$ cat config.mk
export PLATFORM = sky130hd
export DESIGN_NAME = cubic_bezier_tessellator
export DESIGN_NICKNAME = d
export VERILOG_FILES = /design/src/hw/rtl/bzt_pkg.sv /design/src/hw/rtl/cubic_bezier_tessellator.sv /design/src/hw/rtl/bzt_mul.sv /design/src/hw/rtl/bzt_div.sv /design/src/hw/rtl/bzt_sqrt.sv
export VERILOG_INCLUDE_DIRS = /design/src /design/src/hw/rtl
export SDC_FILE = /design/constraint.sdc
export NUM_CORES = 2
export LEC_CHECK = 0
export BUFFER_PORTS_ARGS = -buffer_cell sky130_fd_sc_hd__buf_2
export CAP_MARGIN = 30
export CORE_ASPECT_RATIO = 2
export CORE_MARGIN = 4
export CORE_UTILIZATION = 60
export CTS_CLUSTER_SIZE = 12
export DETAILED_ROUTE_END_ITERATION = 7
export HOLD_SLACK_MARGIN = 0.15
export PLACE_DENSITY_LB_ADDON = 0.3
export SLEW_MARGIN = 0
export SYNTH_ARGS = -nofsm -noshare
export SYNTH_HDL_FRONTEND = slang
export SYNTH_SLANG_ARGS = --single-unit
$ cat constraint.sdc
create_clock -name clk -period 13.6 [get_ports clk]
set_input_delay 0.68 -clock clk [delete_from_list [all_inputs] [get_ports clk]]
set_output_delay 0.68 -clock clk [all_outputs]
set_load 0.02 [all_outputs]
$ cat src/hw/rtl/cubic_bezier_tessellator_macros.svh
// Assertion macros used by the tessellator top level.
`ifndef CUBIC_BEZIER_TESSELLATOR_MACROS_SVH
`define CUBIC_BEZIER_TESSELLATOR_MACROS_SVH

// Same-cycle implication, sampled on clk, off during reset.
`define BZT_ASSERT_IMP(label, ante, cons, msg) \
	label: assert property (@(posedge clk) disable iff (!arst_n) (ante) |-> (cons)) \
		else $error(msg);

// Next-cycle implication, sampled on clk, off during reset.
`define BZT_ASSERT_NEXT(label, ante, cons, msg) \
	label: assert property (@(posedge clk) disable iff (!arst_n) (ante) |=> (cons)) \
		else $error(msg);

`endif

$ cat src/hw/rtl/bzt_pkg.sv
// Types and constants of the cubic Bezier tessellator.
`timescale 1ns / 1ps
package bzt_pkg;
	localparam int COORD_W = 24;
	localparam int HALF_W  = COORD_W / 2;
	localparam int RES_W   = 6;
	localparam int IDX_W   = 6;
	localparam int SEG_W   = 25;
	localparam int TOT_W   = 31;
	localparam int COEF_W  = 28;
	localparam int MUL_A_W = 43;
	localparam int MUL_B_W = 13;
	localparam int PROD_W  = 56;
	localparam int DIVN_W  = 48;
	localparam int DIVD_W  = 3 * IDX_W + 1;
	localparam int QUOT_W  = 27;
	localparam int BIAS_SH = 26;
	localparam int SQ_W    = 50;

	typedef struct packed {
		logic signed [COORD_W-1:0] start_x;
		logic signed [COORD_W-1:0] start_y;
		logic signed [COORD_W-1:0] ctrl1_x;
		logic signed [COORD_W-1:0] ctrl1_y;
		logic signed [COORD_W-1:0] ctrl2_x;
		logic signed [COORD_W-1:0] ctrl2_y;
		logic signed [COORD_W-1:0] end_x;
		logic signed [COORD_W-1:0] end_y;
		logic [RES_W-1:0]          resolution;
	} curve_t;

	typedef struct packed {
		logic [IDX_W-1:0]          vertex_index;
		logic signed [COORD_W-1:0] point_x;
		logic signed [COORD_W-1:0] point_y;
		logic [SEG_W-1:0]          segment_length;
		logic [TOT_W-1:0]          total_length;
		logic                      last_vertex;
	} vertex_t;

	typedef enum logic [4:0] {
		ST_IDLE, ST_SETUP,
		ST_M1, ST_M2, ST_M3, ST_M4, ST_M5, ST_M6, ST_M7,
		ST_DIV, ST_DIVW,
		ST_Q1, ST_Q2, ST_Q3, ST_Q4, ST_Q5, ST_Q6,
		ST_SQRT, ST_SQRTW, ST_EMIT
	} state_t;
endpackage

$ cat src/hw/rtl/cubic_bezier_tessellator.sv
// Cubic Bezier tessellator top level: sequencer, coefficient registers, output register.
//
// Usage: one curve transfers on the curve channel (four points, signed Q16.8, and a
// resolution). The block emits resolution+2 vertices on the vertex channel, in order,
// each with its point, the rounded distance from the previous vertex, the saturating
// running length and a last flag. Resolutions above MAX_VERTICES-2 are clamped.
// curve_stall is high from the transfer of a curve until its last vertex is loaded
// into the output register; the next curve may transfer while that vertex still waits.
// The first vertex, the start point, is loaded after a setup step. Every further vertex
// takes per axis 7 steps on the shared multiplier plus the bit-serial divider, then 6
// multiplier steps and the square root unit. A stalled receiver holds the output
// register and the sequencer waits in its emit step; nothing is dropped. Reset clears
// the sequencer and the output valid; no clearing pass is needed.
`timescale 1ns / 1ps
`include "cubic_bezier_tessellator_macros.svh"
module cubic_bezier_tessellator #(
	parameter int MAX_VERTICES = 64
) (
	input  logic             clk,
	input  logic             arst_n,
	input  logic             curve_valid,
	output logic             curve_stall,
	input  bzt_pkg::curve_t  curve,
	output logic             vertex_valid,
	input  logic             vertex_stall,
	output bzt_pkg::vertex_t vertex
);
	import bzt_pkg::*;

	localparam int RES_MAX = MAX_VERTICES - 2;

	state_t state_q, state_d;

	logic                      axis_q;
	logic [IDX_W-1:0]          idx_q, d_q;
	logic [2*IDX_W-1:0]        d2_q;
	logic [3*IDX_W-1:0]        d3_q;
	logic signed [COEF_W-1:0]  ax_q, bx_q, cx_q, ay_q, by_q, cy_q;
	logic signed [COORD_W-1:0] x0_q, y0_q, nx_q, ny_q, px_q, py_q;
	logic signed [PROD_W-1:0]  acc_q;
	logic [SEG_W-1:0]          seg_q;
	logic [TOT_W-1:0]          total_q;
	vertex_t                   vertex_q;
	logic                      vertex_valid_q;

	logic signed [MUL_A_W-1:0] mul_a;
	logic [MUL_B_W-1:0]        mul_b;
	logic signed [PROD_W-1:0]  prod_q;
	logic                      div_start, div_busy;
	logic [DIVN_W-1:0]         div_num;
	logic [QUOT_W-1:0]         quot;
	logic                      sqrt_start, sqrt_busy;
	logic [SEG_W-1:0]          root;
	logic                      load_out;

	logic [RES_W-1:0]          res_c;
	logic [IDX_W-1:0]          d_in;
	logic signed [COEF_W-1:0]  cx_in, bx_in, ax_in, cy_in, by_in, ay_in;
	logic signed [COEF_W-1:0]  a_sel, b_sel, c_sel;
	logic signed [COORD_W-1:0] p0_sel;
	logic signed [QUOT_W:0]    coord_full;
	logic signed [COORD_W:0]   dx, dy;
	logic [COORD_W-1:0]        ux, uy;
	logic [TOT_W:0]            tsum;

	// clamp resolution and form power-basis coefficients
	assign res_c = ((RES_W+1)'(curve.resolution) > (RES_W+1)'(RES_MAX)) ?
		RES_W'(RES_MAX) : curve.resolution;
	assign d_in  = IDX_W'(res_c) + 1'b1;

	assign cx_in = COEF_W'(3) * (COEF_W'(curve.ctrl1_x) - COEF_W'(curve.start_x));
	assign bx_in = COEF_W'(3) * (COEF_W'(curve.ctrl2_x) - COEF_W'(curve.ctrl1_x)) - cx_in;
	assign ax_in = COEF_W'(curve.end_x) - COEF_W'(curve.start_x) - cx_in - bx_in;
	assign cy_in = COEF_W'(3) * (COEF_W'(curve.ctrl1_y) - COEF_W'(curve.start_y));
	assign by_in = COEF_W'(3) * (COEF_W'(curve.ctrl2_y) - COEF_W'(curve.ctrl1_y)) - cy_in;
	assign ay_in = COEF_W'(curve.end_y) - COEF_W'(curve.start_y) - cy_in - by_in;

	assign a_sel  = axis_q ? ay_q : ax_q;
	assign b_sel  = axis_q ? by_q : bx_q;
	assign c_sel  = axis_q ? cy_q : cx_q;
	assign p0_sel = axis_q ? y0_q : x0_q;

	// biased numerator keeps the dividend positive: 2*num + d3*(2^26 + 1)
	assign div_num = DIVN_W'({prod_q, 1'b0}) + (DIVN_W'(d3_q) << BIAS_SH) + DIVN_W'(d3_q);
	assign coord_full = (QUOT_W+1)'(p0_sel) + $signed({1'b0, quot})
		- (QUOT_W+1)'(1 << (BIAS_SH - 1));

	assign dx = (COORD_W+1)'(nx_q) - (COORD_W+1)'(px_q);
	assign dy = (COORD_W+1)'(ny_q) - (COORD_W+1)'(py_q);
	assign ux = COORD_W'(dx[COORD_W] ? -dx : dx);
	assign uy = COORD_W'(dy[COORD_W] ? -dy : dy);

	assign tsum = (TOT_W+1)'(total_q) + (TOT_W+1)'(root);

	bzt_mul u_mul (
		.clk    (clk),
		.a      (mul_a),
		.b      (mul_b),
		.prod_q (prod_q)
	);

	bzt_div u_div (
		.clk    (clk),
		.arst_n (arst_n),
		.start  (div_start),
		.num    (div_num),
		.den    (DIVD_W'({d3_q, 1'b0})),
		.busy   (div_busy),
		.quot   (quot)
	);

	bzt_sqrt u_sqrt (
		.clk      (clk),
		.arst_n   (arst_n),
		.start    (sqrt_start),
		.radicand (acc_q[SQ_W-1:0]),
		.busy     (sqrt_busy),
		.root     (root)
	);

	always_comb begin
		state_d    = state_q;
		mul_a      = '0;
		mul_b      = '0;
		div_start  = 1'b0;
		sqrt_start = 1'b0;
		load_out   = 1'b0;
		unique case (state_q)
			ST_IDLE: begin
				if (curve_valid) state_d = ST_SETUP;
			end
			ST_SETUP: state_d = ST_EMIT;
			ST_M1: begin
				mul_a   = MUL_A_W'(a_sel);
				mul_b   = MUL_B_W'(idx_q);
				state_d = ST_M2;
			end
			ST_M2: begin
				mul_a   = MUL_A_W'(b_sel);
				mul_b   = MUL_B_W'(d_q);
				state_d = ST_M3;
			end
			ST_M3: state_d = ST_M4;
			ST_M4: begin
				mul_a   = acc_q[MUL_A_W-1:0];
				mul_b   = MUL_B_W'(idx_q);
				state_d = ST_M5;
			end
			ST_M5: begin
				mul_a   = MUL_A_W'(c_sel);
				mul_b   = MUL_B_W'(d2_q);
				state_d = ST_M6;
			end
			ST_M6: state_d = ST_M7;
			ST_M7: begin
				mul_a   = acc_q[MUL_A_W-1:0];
				mul_b   = MUL_B_W'(idx_q);
				state_d = ST_DIV;
			end
			ST_DIV: begin
				div_start = 1'b1;
				state_d   = ST_DIVW;
			end
			ST_DIVW: begin
				if (!div_busy) state_d = axis_q ? ST_Q1 : ST_M1;
			end
			ST_Q1: begin
				mul_a   = MUL_A_W'(ux);
				mul_b   = MUL_B_W'(ux[HALF_W-1:0]);
				state_d = ST_Q2;
			end
			ST_Q2: begin
				mul_a   = MUL_A_W'(ux);
				mul_b   = MUL_B_W'(ux[COORD_W-1:HALF_W]);
				state_d = ST_Q3;
			end
			ST_Q3: state_d = ST_Q4;
			ST_Q4: begin
				mul_a   = MUL_A_W'(uy);
				mul_b   = MUL_B_W'(uy[HALF_W-1:0]);
				state_d = ST_Q5;
			end
			ST_Q5: begin
				mul_a   = MUL_A_W'(uy);
				mul_b   = MUL_B_W'(uy[COORD_W-1:HALF_W]);
				state_d = ST_Q6;
			end
			ST_Q6: state_d = ST_SQRT;
			ST_SQRT: begin
				sqrt_start = 1'b1;
				state_d    = ST_SQRTW;
			end
			ST_SQRTW: begin
				if (!sqrt_busy) state_d = ST_EMIT;
			end
			ST_EMIT: begin
				if (!vertex_valid_q || !vertex_stall) begin
					load_out = 1'b1;
					state_d  = (idx_q == d_q) ? ST_IDLE : ST_M1;
				end
			end
			default: state_d = ST_IDLE;
		endcase
	end

	always_ff @(posedge clk or negedge arst_n) begin
		if (!arst_n) begin
			state_q        <= ST_IDLE;
			vertex_valid_q <= 1'b0;
		end else begin
			state_q <= state_d;
			if (load_out) begin
				vertex_valid_q <= 1'b1;
			end else if (!vertex_stall) begin
				vertex_valid_q <= 1'b0;
			end
		end
	end

	always_ff @(posedge clk) begin
		if (load_out) begin
			vertex_q <= '{vertex_index: idx_q, point_x: nx_q, point_y: ny_q,
				segment_length: seg_q, total_length: total_q,
				last_vertex: (idx_q == d_q)};
		end
		case (state_q) inside
			ST_IDLE: begin
				if (curve_valid) begin
					x0_q <= curve.start_x;
					y0_q <= curve.start_y;
					ax_q <= ax_in;
					bx_q <= bx_in;
					cx_q <= cx_in;
					ay_q <= ay_in;
					by_q <= by_in;
					cy_q <= cy_in;
					d_q  <= d_in;
					d2_q <= (2*IDX_W)'(d_in) * (2*IDX_W)'(d_in);
				end
			end
			ST_SETUP: begin
				d3_q    <= (3*IDX_W)'(d2_q) * (3*IDX_W)'(d_q);
				nx_q    <= x0_q;
				ny_q    <= y0_q;
				seg_q   <= '0;
				total_q <= '0;
				idx_q   <= '0;
				axis_q  <= 1'b0;
			end
			ST_M2, ST_M5, ST_Q2: acc_q <= prod_q;
			ST_M3, ST_M6, ST_Q5: acc_q <= acc_q + prod_q;
			ST_Q3, ST_Q6:        acc_q <= acc_q + (prod_q <<< HALF_W);
			ST_DIVW: begin
				if (!div_busy) begin
					if (axis_q) ny_q <= COORD_W'(coord_full);
					else        nx_q <= COORD_W'(coord_full);
					axis_q <= ~axis_q;
				end
			end
			ST_SQRTW: begin
				if (!sqrt_busy) begin
					seg_q   <= root;
					total_q <= tsum[TOT_W] ? {TOT_W{1'b1}} : tsum[TOT_W-1:0];
				end
			end
			ST_EMIT: begin
				if (load_out) begin
					px_q  <= nx_q;
					py_q  <= ny_q;
					idx_q <= idx_q + 1'b1;
				end
			end
			default: ;
		endcase
	end

	assign curve_stall  = (state_q != ST_IDLE);
	assign vertex_valid = vertex_valid_q;
	assign vertex       = vertex_q;

	`BZT_ASSERT_NEXT(a_accept_starts, curve_valid && !curve_stall, state_q == ST_SETUP, "curve transfer did not start the sequencer")
	`BZT_ASSERT_IMP(a_first_zero, vertex_valid && vertex.vertex_index == '0, vertex.segment_length == '0 && vertex.total_length == '0, "first vertex carries nonzero length")
	`BZT_ASSERT_IMP(a_total_covers_seg, vertex_valid, vertex.total_length >= TOT_W'(vertex.segment_length), "running length below segment length")
endmodule

$ cat src/hw/rtl/bzt_mul.sv
// Shared registered multiplier: signed operand times unsigned operand.
`timescale 1ns / 1ps
module bzt_mul (
	input  logic                               clk,
	input  logic signed [bzt_pkg::MUL_A_W-1:0] a,
	input  logic [bzt_pkg::MUL_B_W-1:0]        b,
	output logic signed [bzt_pkg::PROD_W-1:0]  prod_q
);
	import bzt_pkg::*;

	logic signed [MUL_A_W+MUL_B_W:0] full;

	assign full = a * $signed({1'b0, b});

	always_ff @(posedge clk) begin
		prod_q <= full[PROD_W-1:0];
	end
endmodule

$ cat src/hw/rtl/bzt_div.sv
// Restoring divider, one quotient bit per cycle.
`timescale 1ns / 1ps
module bzt_div (
	input  logic                        clk,
	input  logic                        arst_n,
	input  logic                        start,
	input  logic [bzt_pkg::DIVN_W-1:0]  num,
	input  logic [bzt_pkg::DIVD_W-1:0]  den,
	output logic                        busy,
	output logic [bzt_pkg::QUOT_W-1:0]  quot
);
	import bzt_pkg::*;

	localparam int CNT_W = $clog2(QUOT_W);

	logic [DIVN_W-1:0] rem_q;
	logic [DIVN_W-1:0] dv_q;
	logic [QUOT_W-1:0] q_q;
	logic [CNT_W-1:0]  cnt_q;
	logic              busy_q;
	logic              fits;

	assign fits = (rem_q >= dv_q);
	assign busy = busy_q;
	assign quot = q_q;

	always_ff @(posedge clk or negedge arst_n) begin
		if (!arst_n) begin
			busy_q <= 1'b0;
		end else if (start) begin
			busy_q <= 1'b1;
		end else if (busy_q && cnt_q == '0) begin
			busy_q <= 1'b0;
		end
	end

	always_ff @(posedge clk) begin
		if (start) begin
			rem_q <= num;
			dv_q  <= DIVN_W'(den) << (QUOT_W - 1);
			q_q   <= '0;
			cnt_q <= CNT_W'(QUOT_W - 1);
		end else if (busy_q) begin
			if (fits) begin
				rem_q <= rem_q - dv_q;
			end
			q_q   <= {q_q[QUOT_W-2:0], fits};
			dv_q  <= dv_q >> 1;
			cnt_q <= cnt_q - 1'b1;
		end
	end
endmodule

$ cat src/hw/rtl/bzt_sqrt.sv
// Digit-by-digit square root, rounded to nearest.
`timescale 1ns / 1ps
module bzt_sqrt (
	input  logic                       clk,
	input  logic                       arst_n,
	input  logic                       start,
	input  logic [bzt_pkg::SQ_W-1:0]   radicand,
	output logic                       busy,
	output logic [bzt_pkg::SEG_W-1:0]  root
);
	import bzt_pkg::*;

	logic [SQ_W-1:0] rem_q;
	logic [SQ_W-1:0] r_q;
	logic [SQ_W-1:0] bit_q;
	logic [SQ_W-1:0] trial;
	logic            busy_q;

	assign trial = r_q + bit_q;
	assign busy  = busy_q;
	// remainder is s - r*r, so round up when it exceeds r
	assign root  = SEG_W'(r_q + SQ_W'(rem_q > r_q));

	always_ff @(posedge clk or negedge arst_n) begin
		if (!arst_n) begin
			busy_q <= 1'b0;
		end else if (start) begin
			busy_q <= 1'b1;
		end else if (busy_q && bit_q[0]) begin
			busy_q <= 1'b0;
		end
	end

	always_ff @(posedge clk) begin
		if (start) begin
			rem_q <= radicand;
			r_q   <= '0;
			bit_q <= SQ_W'(1) << (SQ_W - 2);
		end else if (busy_q) begin
			if (rem_q >= trial) begin
				rem_q <= rem_q - trial;
				r_q   <= (r_q >> 1) + bit_q;
			end else begin
				r_q <= r_q >> 1;
			end
			bit_q <= bit_q >> 2;
		end
	end
endmodule
======== Word level (Yosys, flattened, before mapping) ========
Index checks and enable logic that the tools add are counted.
storage, ports and cells
  bits in registers ....................... 889
  latch bits .............................. 0
  RAM bits ................................ 0
  ROM bits ................................ 0
  bits of input ports ..................... 202
  output and inout port bits .............. 113
  word-level logic and storage cells ...... 238
  memories ................................ 0
cells by class
  add/subtract/negate cells ............... 31
  multiply operators ...................... 7
  div/mod/pow operators ................... 0
  order comparisons ....................... 4
  equal/unequal tests ..................... 33
  shifts and indexed selects .............. 0
  muxes and demuxes ....................... 77
  bitwise logic cells ..................... 8
  reductions and logical operators ........ 39
operators by type and width
  kind                                                count
  two-way mux 24 bit                                  17
  case mux 43 bit (6 select lines)                    1
  two-way mux 31 bit                                  7
  two-way mux 50 bit                                  4
  subtractor 24 x 24 -> 25 bit                        8
  two-way mux 56 bit                                  3
  two-way mux 25 bit                                  6
  two-way mux 48 bit                                  3
  adder 56 bit                                        2
  multiplier 3 x 25 -> 28 bit (first input constant)  4
  subtractor 28 bit                                   4
  case mux 5 bit (20 select lines)                    1
  two-way mux 45 bit                                  2
  two-way mux 28 bit                                  3
  case mux 12 bit (7 select lines)                    1
  multiplier 43 x 13 -> 56 bit                        1
  subtractor 25 x 28 -> 28 bit                        2
  adder 49 x 49 -> 50 bit                             1
  adder 50 x 49 -> 50 bit                             1
  >= comparator 50 bit                                1
  greater-than comparator 50 bit                      1
  subtractor 50 bit                                   1
  adder 48 x 18 -> 48 bit                             1
  adder 48 x 44 -> 48 bit                             1
  other kinds (42)                                    123

======== Depth between registers and ports, before layout ========
  depth in word-level cells ............... 11
  gate-level depth with buffers ........... 48

======== Hierarchy ========
From an unflattened synthesis, not the netlist that was laid out.
second synthesis, totals
  cell total of the unflattened synthesis .. 10,208
  area, all modules ....................... 94,059.0 um2
modules (own cells, without submodules)
  module                    times used  cells an instance  area an instance (um2)  seq. area each (um2)
  cubic_bezier_tessellator  1           5,444              53,199.8                17,266.6
  bzt_mul                   1           2,238              19,967.9                1,121.1
  bzt_sqrt                  1           1,637              12,998.7                3,027.9
  bzt_div                   1           889                7,892.6                 3,198.1

======== Worst setup path before layout ========
Ideal clock, no wire load.
  path type ............................... register to register
  start ................................... register ny_q[0]
  end ..................................... register u_mul.prod_q[49] in the netlist's numbering
  arrival ................................. 9,745 ps
  data required time ...................... 13,470 ps
  setup slack ............................. 3,726 ps
  cell stages (with the launch flop) ...... 40
  buffers on the path ..................... 2
  clock period less this slack ............ 9,874 ps
  cell sequence ........................... edfxtp_1 inv_1 ha_1 fa_1 nand2b_1 a21oi_1 o21ai_2 xnor2_1 or4b_4 nor4_4 nand2b_2 o21ai_0 xor2_1 o21ai_0 clkbuf_1 clkbuf_1 nand2_1 fa_1 [... 4 more ...] inv_1 fa_1 inv_1 ha_1 a211o_1 a21oi_1 o221ai_1 o21a_1 o21ai_1 nor3_1 o31ai_1 a311oi_1 o41ai_1 o21ai_0 a21o_1 a21o_1 xnor2_1 xnor3_1
on the way
  longest elaborated chain between the ends .. 5
ends and longest elaborated chain
  what                                                                                         line                             text
  start, declared                                                                              cubic_bezier_tessellator.sv:39   logic signed [COORD_W-1:0] x0_q, y0_q, nx_q, ny_q, px_q, py_q;
  start signal, assigned                                                                       cubic_bezier_tessellator.sv:244  ny_q <= y0_q;
  start signal, assigned                                                                       cubic_bezier_tessellator.sv:255  if (axis_q) ny_q <= COORD_W'(coord_full);
  subtractor 24 x 24 -> 25 bit (*)                                                             cubic_bezier_tessellator.sv:89   assign dy = (COORD_W+1)'(ny_q) - (COORD_W+1)'(py_q);
  negator 24 bit                                                                               cubic_bezier_tessellator.sv:91   assign uy = COORD_W'(dy[COORD_W] ? -dy : dy);
  two-way mux 24 bit (*)                                                                       cubic_bezier_tessellator.sv:91
  case mux 12 bit (7 select lines) / case mux 43 bit (6 select lines) (equally long branches)  cubic_bezier_tessellator.sv:128  unique case (state_q)
  multiplier 43 x 13 -> 56 bit (*)                                                             bzt_mul.sv:13                    assign full = a * $signed({1'b0, b});
  named net u_mul.full[49]                                                                     bzt_mul.sv:11                    logic signed [MUL_A_W+MUL_B_W:0] full;
  end signal, assigned                                                                         bzt_mul.sv:16                    prod_q <= full[PROD_W-1:0];
  end, declared                                                                                bzt_mul.sv:7                     output logic signed [bzt_pkg::PROD_W-1:0] prod_q
Mark *: on every way through the listed nets, which the timed path passes. The rest lies on a longest branch.
A chain may end at the register's enable or synchronous reset.

======== Worst setup path in the final report ========
  start ................................... register nx_q[0]
  end ..................................... register u_mul.prod_q[49] in the netlist's numbering
on the way
  longest elaborated chain between the ends .. 5
ends and longest elaborated chain
  what                                                                                         line                             text
  start, declared                                                                              cubic_bezier_tessellator.sv:39
  start signal, assigned                                                                       cubic_bezier_tessellator.sv:243  nx_q <= x0_q;
  start signal, assigned                                                                       cubic_bezier_tessellator.sv:256  else nx_q <= COORD_W'(coord_full);
  subtractor 24 x 24 -> 25 bit (*)                                                             cubic_bezier_tessellator.sv:88   assign dx = (COORD_W+1)'(nx_q) - (COORD_W+1)'(px_q);
  negator 24 bit                                                                               cubic_bezier_tessellator.sv:90   assign ux = COORD_W'(dx[COORD_W] ? -dx : dx);
  two-way mux 24 bit (*)                                                                       cubic_bezier_tessellator.sv:90
  case mux 12 bit (7 select lines) / case mux 43 bit (6 select lines) (equally long branches)  cubic_bezier_tessellator.sv:128
  multiplier 43 x 13 -> 56 bit (*)                                                             bzt_mul.sv:13
  named net u_mul.full[49]                                                                     bzt_mul.sv:11
Marked as above.

==> results.ini <==
[routing]
via_count=72275
wl_per_cell_um=24.39
detail_route.iter0.violations=5079
vias_per_cell=6.193
drt.antenna.violating_nets=0
route.detailed.drc=0
wl_um=284600
dr.pass1.iters=8

[floorplanning]
floorplan.die_area_um2=153000
number_of_placed_i_o_pins=315
core_area_um2=145700
die-width_um=278.6
die_height_um=549.2
initial_utilization=0.6033
rows=198

[global_routing]
grt_start_max_net_pins=111
overflow=0
global_route_wire_length_before_repair_um=428200
initial_antenna_violation_count=19
vias_in_the_first_global_route=76027
overall_global_routing_resource_usage=0.3668

[synth]
synth_nets=11224
synth_seq_area_share=0.2779
dominantRegCellSynth=sky130_fd_sc_hd__edfxtp_1
synth-edff-count=686
count_of_different_cell_masters_after_synthesis=92
postSynth.asyncResetShare=0.009143
post_synth_main_area_contributors=sky130_fd_sc_hd__edfxtp_1, sky130_fd_sc_hd__fa_1, sky130_fd_sc_hd__ha_1
synth_top_cell_area_share=0.2344
syn_area_um2=87880
yosys_register_bits=875
syn_area_per_cell_um2=9.281
synth_area_leader_cell=sky130_fd_sc_hd__edfxtp_1
number_of_synthesis_warnings=0
post_synth_inst_count=9469

[timing]
rsz0062_at_grt=no
final.period_utilization=0.8791
max_slew_margin=0.07666
max_freq_ghz=0.08365
setup_viol_count_final=0
final_hold_fails=0
timing.clock.skew_ns=0.06293
max_slew.worst_pin.slew_ns=1.385
period_needed_ns=11.96
drv_slew=0
finalSetupTns_ns=0

[worst_setup_path]
highest_net_fanout_along_the_worst_path=43
setup.worst_path.end_class=flip-flop
cp_top_delay_family=compound AO/OA/AOI/OAI gates
critical_path.max_stage_delay_ns=0.79
worst_r2r_startpoint=nx_q[0]
worst-path-buf-inv=4
crit_required_ns=14.19
timing.critical_path.from=nx_q[0]
crit_arrival_ns=12.55
worstSetupStartpointType=flip-flop
crit_path_frequent_cell=sky130_fd_sc_hd__fa_1
timing.critical_path.slowest_stage_cell=sky130_fd_sc_hd__a31oi_1
critical_path_class=flip-flop to flip-flop

[clocking]
postCtsSetupRepairBufs=0
cts-hold-fix-buffers=2
clk-insertion-delay-late_ns=0.74
cts.sinks=875
clock_buffers_created_by_tritoncts=88
cts_buffer_depth=3
clock_root_buffer_master=sky130_fd_sc_hd__clkbuf_16
h-tree-depth=3
clk_pin_slew_ns=0.07
postCtsResizedCells=0
cts_tree=done

[layout]
drive_gt1_frac=0.07059
layout.cells.most_common=sky130_fd_sc_hd__inv_1
most-common-layout-cells=sky130_fd_sc_hd__inv_1, sky130_fd_sc_hd__ha_1, sky130_fd_sc_hd__nand2_1
finish.net_count=11442
design_area_um2=94610
finalCoreUtilization=0.6495
fillers=11941
area_growth_pct=7.654
finished_layout_cells=11671

[hold_path]
holdCritPathClass=input pin to flip-flop
hold_path_startpoint=curve[151]

[placement]
port_buffers=314
post_place_cells=11486
detailedPlacementHpwl_um=232900
place_area_um2=91640
place_congestion=1.050

[outcome]
outcome=finished clean

[flow_run]
timing.max_cap.violations=0

-- path summary, 6_finish.rpt --
kind,slack [ns],cells after the start,to
setup / recovery,1.64,37,u_mul.prod_q[49]
hold / removal,0.19,1,y0_q[1]
setup reg to reg,1.64,37,u_mul.prod_q[49]
hold reg to reg,0.42,0,vertex[55]
max in group asynchronous,12.86,2,u_div.busy
min in group asynchronous,0.40,2,u_sqrt.busy
-- registers in the layout, summed over array words and instances (netlist names), 31 cells and up --
signal        count
vertex          111
u_div.rem_q      48
acc_q            50
u_div.dv_q       45
total_q          31
u_mul.prod_q     50
u_sqrt.rem_q     50
u_sqrt.r_q       50
-- Yosys cell counts, drive strengths merged, types with 21 or more instances --
cell and instances:
xor2 246, o22ai 37, ha 922, or3 46
buf 32, nor2b 172, a211oi 75, nor2 674
and4 21, o21a 88, a22oi 37, a31oi 91
or2 35, dfxtp 181, nand2 891, edfxtp 686
nand4 58, o31ai 63, a221oi 71, inv 1169
nand2b 115, o21bai 100, o21ai 371, a211o 31
fa 631, a21boi 30, o211ai 37, and3 70
mux2i 93, nand3 133, xnor2 480, and2 121
mux2 55, a21o 288, clkbuf 257, nor3 137
a21oi 651
-- final cells by class --
class | instances | area, um^2 | area share
Antenna cell | 11 | 27.53 | 0.0002909
Clock inverter | 19 | 300.3 | 0.003174
Multi-Input combinational cell | 7135 | 58160 | 0.6148
Timing Repair Buffer | 417 | 2402 | 0.02539
Sequential cell | 875 | 24430 | 0.2582
Tap cell | 1900 | 2377 | 0.02513
Inverter | 1170 | 4394 | 0.04645
Clock buffer | 144 | 2514 | 0.02657
-- logic make-up (layout without fill, tap and decap cells) --
group / Yosys count / count (layout) / synth area share
XOR/XNOR: 727 / 727 / 0.07261
AND/OR/NAND/NOR: 2527 / 2527 / 0.1331
multiplexers: 148 / 148 / 0.01764
buffers and inverters: 1459 / 1750 / 0.06260
flip-flops: 875 / 875 / 0.2779
other: 2 / 13 / 0.00008545
adder cells (fa/ha/maj): 1553 / 1553 / 0.2750
AO/OA/AOI/OAI: 2178 / 2178 / 0.1611
-- stage by stage --
step           worst slack [ns]  hold slack [ns]
6_report                  1.645           0.1861
5_1_grt                  0.9531           0.1648
3_5_place_dp              1.634           0.4045
3_3_place_gp              1.705           0.4007
4_1_cts                   1.543           0.1530
2_1_floorplan             3.726           0.3844
-- per-layer routing --
metal	GRT usage	routed length, um
met1	0.3299	86060
met2	0.6746	145000
met3	0.05306	15190
met4	0.3749	38330
met5	0	63
Power is not shown: default switching activity piles up to over one toggle a cycle in this logic, so the estimate is an artifact.
